<file path="config.mk">
export PLATFORM = sky130hd
export DESIGN_NAME = power_of_two_block_allocator
export DESIGN_NICKNAME = d
export VERILOG_FILES = /design/src/rtl/pba_pkg.sv /design/src/rtl/power_of_two_block_allocator.sv
export SDC_FILE = /design/constraint.sdc
export NUM_CORES = 2
export LEC_CHECK = 0
export BUFFER_PORTS_ARGS = -buffer_cell sky130_fd_sc_hd__buf_2
export CAP_MARGIN = 20
export CORE_ASPECT_RATIO = 1.2
export CORE_MARGIN = 8
export CORE_UTILIZATION = 45
export CTS_BUF_LIST = sky130_fd_sc_hd__clkbuf_8
export CTS_CLUSTER_SIZE = 40
export DETAILED_ROUTE_END_ITERATION = 6
export GPL_TIMING_DRIVEN = 0
export PLACE_DENSITY = 0.69
export SLEW_MARGIN = 20
export SYNTH_ARGS = -nofsm -noshare
export SYNTH_HDL_FRONTEND = slang
export SYNTH_SLANG_ARGS = --single-unit
export TNS_END_PERCENT = 100
</file>
<file path="constraint.sdc">
create_clock -name aclk -period 5.6 [get_ports aclk]
set_input_delay 0.28 -clock aclk [delete_from_list [all_inputs] [get_ports aclk]]
set_output_delay 0.28 -clock aclk [all_outputs]
set_load 0.05 [all_outputs]
</file>
<file path="src/rtl/pba_pkg.sv">
// Shared constants and a saturating increment for the power-of-two block allocator.
// No dependencies; imported by the allocator and its port checker.
package pba_pkg;

    localparam int CNT_W   = 32;
    localparam int ORDER_W = 6;

    localparam logic [CNT_W-1:0] CNT_MAX = {CNT_W{1'b1}};

    // Saturating increment for free counts and the grant total.
    function automatic logic [CNT_W-1:0] cnt_sat_inc(input logic [CNT_W-1:0] cnt);
        return (cnt == CNT_MAX) ? cnt : cnt + CNT_W'(1);
    endfunction

endpackage

</file>
<file path="src/rtl/power_of_two_block_allocator.sv">
// Power-of-two block allocator: per-order free counts in a small memory,
// walked one order at a time by a sequencer. Depends on pba_pkg.
//
// Usage
//   Input words arrive on s_t*. s_tuser is the kind: 0 hands a free region
//   to the allocator (s_tdata region_size), 1 requests one block of order
//   block_order. Each input word yields exactly one result word on m_t*:
//   m_tuser is the grant flag, m_tdata the saturating count of grants.
//   Sequencing
//   One item at a time; s_tready is high only while the sequencer is idle.
//   The free counts sit in a single-port-write, registered-read memory, and
//   the sequencer touches one order per step: a region word walks the low
//   min(LEVELS,SIZE_BITS) orders, a request scans upward from block_order
//   and then splits back down one order at a time.
//   Reset clears all free counts (per-entry valid flags) and the grant count
//   at once; no clearing pass. If the receiver stalls, the finished result
//   waits in the output register and the next item is still taken; the
//   sequencer only holds once a second result is ready.
module power_of_two_block_allocator
    import pba_pkg::*;
#(
    parameter int LEVELS    = 40,
    parameter int SIZE_BITS = 34,
    localparam int S_DATA_W = ((SIZE_BITS + ORDER_W + 7) / 8) * 8
) (
    input  logic                aclk,
    input  logic                aresetn,
    input  logic                s_tvalid,
    output logic                s_tready,
    input  logic [S_DATA_W-1:0] s_tdata,   // region_size, block_order, zero pad
    input  logic                s_tuser,   // kind
    output logic                m_tvalid,
    input  logic                m_tready,
    output logic [CNT_W-1:0]    m_tdata,   // total_granted
    output logic                m_tuser    // granted
);

    localparam int LW    = $clog2(LEVELS);
    localparam int IDX_W = LW + 1;
    localparam int NADD  = (LEVELS < SIZE_BITS) ? LEVELS : SIZE_BITS;

    typedef enum logic [2:0] {
        ST_IDLE,
        ST_ADD_RD,
        ST_ADD_WR,
        ST_SCAN_RD,
        ST_SCAN_CHK,
        ST_FILL,
        ST_DONE
    } state_t;

    state_t               state_reg, state_next;
    logic [IDX_W-1:0]     idx_reg, idx_next;
    logic [IDX_W-1:0]     order_reg, order_next;
    logic [SIZE_BITS-1:0] size_reg, size_next;
    logic                 granted_reg, granted_next;
    logic [CNT_W-1:0]     grant_total_reg, grant_total_next;
    logic                 m_tvalid_reg, m_tvalid_next;
    logic [CNT_W-1:0]     m_tdata_reg, m_tdata_next;
    logic                 m_tuser_reg, m_tuser_next;

    // free count memory, registered read
    logic [CNT_W-1:0]     mem [0:LEVELS-1];
    logic [LEVELS-1:0]    valid_reg;
    logic [CNT_W-1:0]     rdata_reg;
    logic                 rvalid_reg;
    logic                 mem_we;
    logic [CNT_W-1:0]     mem_wdata;
    logic [LW-1:0]        mem_addr;
    logic [CNT_W-1:0]     cnt;

    logic [ORDER_W-1:0]   in_order;
    logic                 order_ok;

    assign mem_addr = idx_reg[LW-1:0];
    assign cnt      = rvalid_reg ? rdata_reg : '0;
    assign in_order = s_tdata[SIZE_BITS +: ORDER_W];
    assign order_ok = {1'b0, in_order} < (ORDER_W+1)'(LEVELS);

    assign s_tready = (state_reg == ST_IDLE);
    assign m_tvalid = m_tvalid_reg;
    assign m_tdata  = m_tdata_reg;
    assign m_tuser  = m_tuser_reg;

    always_comb begin
        state_next       = state_reg;
        idx_next         = idx_reg;
        order_next       = order_reg;
        size_next        = size_reg;
        granted_next     = granted_reg;
        grant_total_next = grant_total_reg;
        m_tvalid_next    = m_tvalid_reg;
        m_tdata_next     = m_tdata_reg;
        m_tuser_next     = m_tuser_reg;
        mem_we           = 1'b0;
        mem_wdata        = '0;

        if (m_tvalid_reg && m_tready) begin
            m_tvalid_next = 1'b0;
        end

        case (state_reg)
            ST_IDLE: begin
                if (s_tvalid) begin
                    size_next    = s_tdata[SIZE_BITS-1:0];
                    granted_next = 1'b0;
                    if (!s_tuser) begin
                        idx_next   = '0;
                        state_next = ST_ADD_RD;
                    end else if (order_ok) begin
                        idx_next   = IDX_W'(in_order);
                        order_next = IDX_W'(in_order);
                        state_next = ST_SCAN_RD;
                    end else begin
                        state_next = ST_DONE;
                    end
                end
            end
            ST_ADD_RD: begin
                if (idx_reg == IDX_W'(NADD)) begin
                    state_next = ST_DONE;
                end else if (size_reg[0]) begin
                    state_next = ST_ADD_WR;
                end else begin
                    idx_next  = idx_reg + IDX_W'(1);
                    size_next = size_reg >> 1;
                end
            end
            ST_ADD_WR: begin
                mem_we     = 1'b1;
                mem_wdata  = cnt_sat_inc(cnt);
                idx_next   = idx_reg + IDX_W'(1);
                size_next  = size_reg >> 1;
                state_next = ST_ADD_RD;
            end
            ST_SCAN_RD: begin
                state_next = ST_SCAN_CHK;
            end
            ST_SCAN_CHK: begin
                if (cnt != '0) begin
                    mem_we    = 1'b1;
                    mem_wdata = cnt - CNT_W'(1);
                    if (idx_reg == order_reg) begin
                        granted_next = 1'b1;
                        state_next   = ST_DONE;
                    end else begin
                        idx_next   = idx_reg - IDX_W'(1);
                        state_next = ST_FILL;
                    end
                end else if (idx_reg == IDX_W'(LEVELS - 1)) begin
                    state_next = ST_DONE;
                end else begin
                    idx_next   = idx_reg + IDX_W'(1);
                    state_next = ST_SCAN_RD;
                end
            end
            ST_FILL: begin
                // every order below the split block was empty: two halves
                // arrive, one moves on down, so one is left
                mem_we    = 1'b1;
                mem_wdata = CNT_W'(1);
                if (idx_reg == order_reg) begin
                    granted_next = 1'b1;
                    state_next   = ST_DONE;
                end else begin
                    idx_next = idx_reg - IDX_W'(1);
                end
            end
            ST_DONE: begin
                if (!m_tvalid_reg || m_tready) begin
                    grant_total_next = granted_reg ? cnt_sat_inc(grant_total_reg)
                                                   : grant_total_reg;
                    m_tvalid_next    = 1'b1;
                    m_tdata_next     = grant_total_next;
                    m_tuser_next     = granted_reg;
                    state_next       = ST_IDLE;
                end
            end
            default: begin
                state_next = ST_IDLE;
            end
        endcase
    end

    always_ff @(posedge aclk) begin
        if (!aresetn) begin
            state_reg       <= ST_IDLE;
            grant_total_reg <= '0;
            m_tvalid_reg    <= 1'b0;
        end else begin
            state_reg       <= state_next;
            grant_total_reg <= grant_total_next;
            m_tvalid_reg    <= m_tvalid_next;
        end
        idx_reg     <= idx_next;
        order_reg   <= order_next;
        size_reg    <= size_next;
        granted_reg <= granted_next;
        m_tdata_reg <= m_tdata_next;
        m_tuser_reg <= m_tuser_next;
    end

    always_ff @(posedge aclk) begin
        if (!aresetn) begin
            valid_reg <= '0;
        end else if (mem_we) begin
            valid_reg[mem_addr] <= 1'b1;
        end
    end

    always_ff @(posedge aclk) begin
        if (mem_we) begin
            mem[mem_addr] <= mem_wdata;
        end
        rdata_reg  <= mem[mem_addr];
        rvalid_reg <= valid_reg[mem_addr];
    end

endmodule

</file>
==> impl_metrics.yaml <==
run_status:
  status: "finished with violations"
  violations: "DRC"
routing:
  vias_per_cell: 6.62
  wire_per_inst_um: 34.5
  route.vias.total: 38600
  totalWireLength_mm: 201
  drc: 37
  drtIter0Drc: 6352
  final_antenna_net_count: 0
  firstDrtPassIters: 7
yosys:
  syn-cell-area_mm2: 0.0572
  synth.net_count: 3583
  yosysWarnings: 0
  synth-seq-cells: 1470
  yosysTopAreaCellShare: 0.715
  synthArstFlopShare: 0
  synth_area_leader_cell: "edfxtp_1"
  synth_edf_count: 1361
  ys_types: 95
  ys_dominant_reg_cell: "edfxtp_1"
  yosys-top-cells-area: "edfxtp_1, a22oi_1, dfxtp_1"
  synth_cells: 3532
  yosysSeqAreaShare: 0.753
  syn_area_per_cell_um2: 16.2
critical_path:
  arrival_ns: 5.12
  end_kind: "flop"
  critPathKind: "reg2reg"
  crit_fanout: 19
  required_ns: 6.20
  reg2regPathDepth: 7
  startpoint_type: "flop"
global_route:
  grt_pass1_vias: 37000
  antenna_found_initial: 7
  grt_overflow: 0
  grt_pass1_wl_mm: 277
  grt_max_degree: 41
  grt_usage: 0.281
die:
  rows: 143
  initial_utilization: 0.453
  die_w_um: 341
  dieArea_mm2: 0.139
  core_mm2: 0.126
  die_h_um: 407
  ios: 80
final_layout:
  final_common_cell: "edfxtp_1"
  nFillCells: 9981
  fin_nets: 4034
  stdcell_count: 5826
  multi_input_area_mm2: 0.0137
  final_cell_area_mm2: 0.0674
  layout-drive-gt1-share: 0.188
  final_cell_mix: "edfxtp_1, a22oi_1, clkbuf_8"
  area_delta_synth_final_pct: 17.9
  largest_reg_flops: 1280
  seq_area_mm2: 0.0431
sta:
  period_needed_ns: 4.51
  max_slew_margin: 0.154
  finClkSkew_ns: 0.0663
  rsz0062_at_grt: "false"
  timing.fmax_mhz: 222
  period_share: 0.806
  worst_slack_ns: 1.09
  maxSlewViolCount: 0
  tightest_slew_ns: 1.27
  finalHoldViolCount: 0
  setup_viol_count_final: 0
  final.setup.tns_ns: 0
place:
  placedInstanceArea_mm2: 0.0631
  gp_congestion: 0.958
  pre_cts_ws_ns: 1.28
  dp_hpwl_mm: 136
  port_buffers: 78
  placedCellCount: 5390
pwr:
  swShare: 0.404
  ir_drop_v: 0.000277
  powerDensity_mw_per_mm2: 519
  switchingPower_mw: 14.1
  p_int_mw: 20.9
  leakagePower_nw: 21.7
  power.share.clock: 0.228
  power_frac_seq: 0.398
  power_mw: 35.0
  power.share.combinational: 0.373
clocking:
  clk_latency_ns: 0.96
  cts_root_buffer: "clkbuf_8"
  htree_num_levels: 4
  cts_tree: "yes"
  clock_sinks: 1470
  numCtsBuffers: 213
  clockBufferDepth: 3
  cts.clk_slew.worst_paths_ns: 0.07
run:
  cap_violations: 0
min_path:
  min_path_cells: 2
  hold_class: "in2reg"
## kinds of logic after synthesis
logic type                 after synthesis  share of synthesized area
AOI/OAI and AO/OA                      975                      0.129
xor gates and xnor gates                89                     0.0136
adders and majority gates                6                    0.00131
buffers and inverters                  256                     0.0202
DFF                                   1470                      0.753
muxes                                  116                     0.0254
and+or+nand+nor                        620                     0.0577
## Yosys cell counts, drive strengths merged (47+ instances only)
master / instances
a21oi: 73
a221oi: 89
a22oi: 442
buf: 141
clkbuf: 92
dfxtp: 109
edfxtp: 1361
mux2: 61
nand2: 131
nand3: 48
nand4: 120
nor2: 143
o21a: 47
o21ai: 74
xnor2: 56
## metal layers
| metal | part of all wire | routed length [um] | GRT usage |
|---|---|---|---|
| met1 | 0.33 | 65600 | 0.333 |
| met2 | 0.45 | 90200 | 0.436 |
| met3 | 0.14 | 27600 | 0.0842 |
| met4 | 0.087 | 17500 | 0.202 |
| met5 | 0 | 0 | 0 |
## cell type report
| type | instances | area share |
|---|---|---|
| Tap cell | 1667 | 0.0309 |
| Inverter | 23 | 0.00128 |
| Clock inverter | 167 | 0.0129 |
| Antenna cell | 4 | 0.000148 |
| Sequential cell | 1470 | 0.638 |
| Buffer | 233 | 0.0160 |
| Timing Repair Buffer | 236 | 0.0527 |
| Multi-Input combinational cell | 1806 | 0.203 |
| Clock buffer | 220 | 0.0449 |
## power by group through the flow
| stage | combinational, mW | clock [mW] | sequential [mW] |
|---|---|---|---|
| floorplan | 5.97 | 0 | 14.1 |
| global placement | 11.3 | 0 | 14.4 |
| detailed placement | 12.4 | 0 | 14.1 |
| CTS | 12.4 | 7.99 | 13.9 |
| global route | 13.1 | 8.45 | 14.0 |
| finish | 13.1 | 8.00 | 14.0 |
## through the flow
stage               hold slack, ns   util
floorplan                    0.379      -
global placement             0.443  0.472
detailed placement           0.452  0.499
CTS                         0.0630  0.534
global route                 0.110  0.534
finish                       0.135  0.534
## critical path: stages (launching register included)
cell and delay, ns:
edfxtp_1 0.62, buf_4 0.32, buf_2 0.25, nor2_1 0.57, clkbuf_1 0.75, nand2_1 0.54, nor2_4 0.80, buf_12 0.28
## what timing repair did
| item | in CTS | in global routing |
|---|---|---|
| hold endpoints to repair | 58 | 1 |
| hold buffers | 43 | 1 |
| buffers inserted | 0 | 0 |
| gates resized for setup | 0 | 0 |
| setup endpoints to repair | 0 | 0 |
## final timing paths
| check | endpoint | start | slack [ns] |
|---|---|---|---|
| max | mem[16][20] | idx_reg[2] | 1.09 |
| min reg2reg | valid_reg[8] | valid_reg[8] | 0.47 |
| max reg2reg | mem[16][20] | idx_reg[2] | 1.09 |
| min | order_reg[1] | s_tdata[35] | 0.14 |
Note: power is estimated with default switching activity, not from simulation.
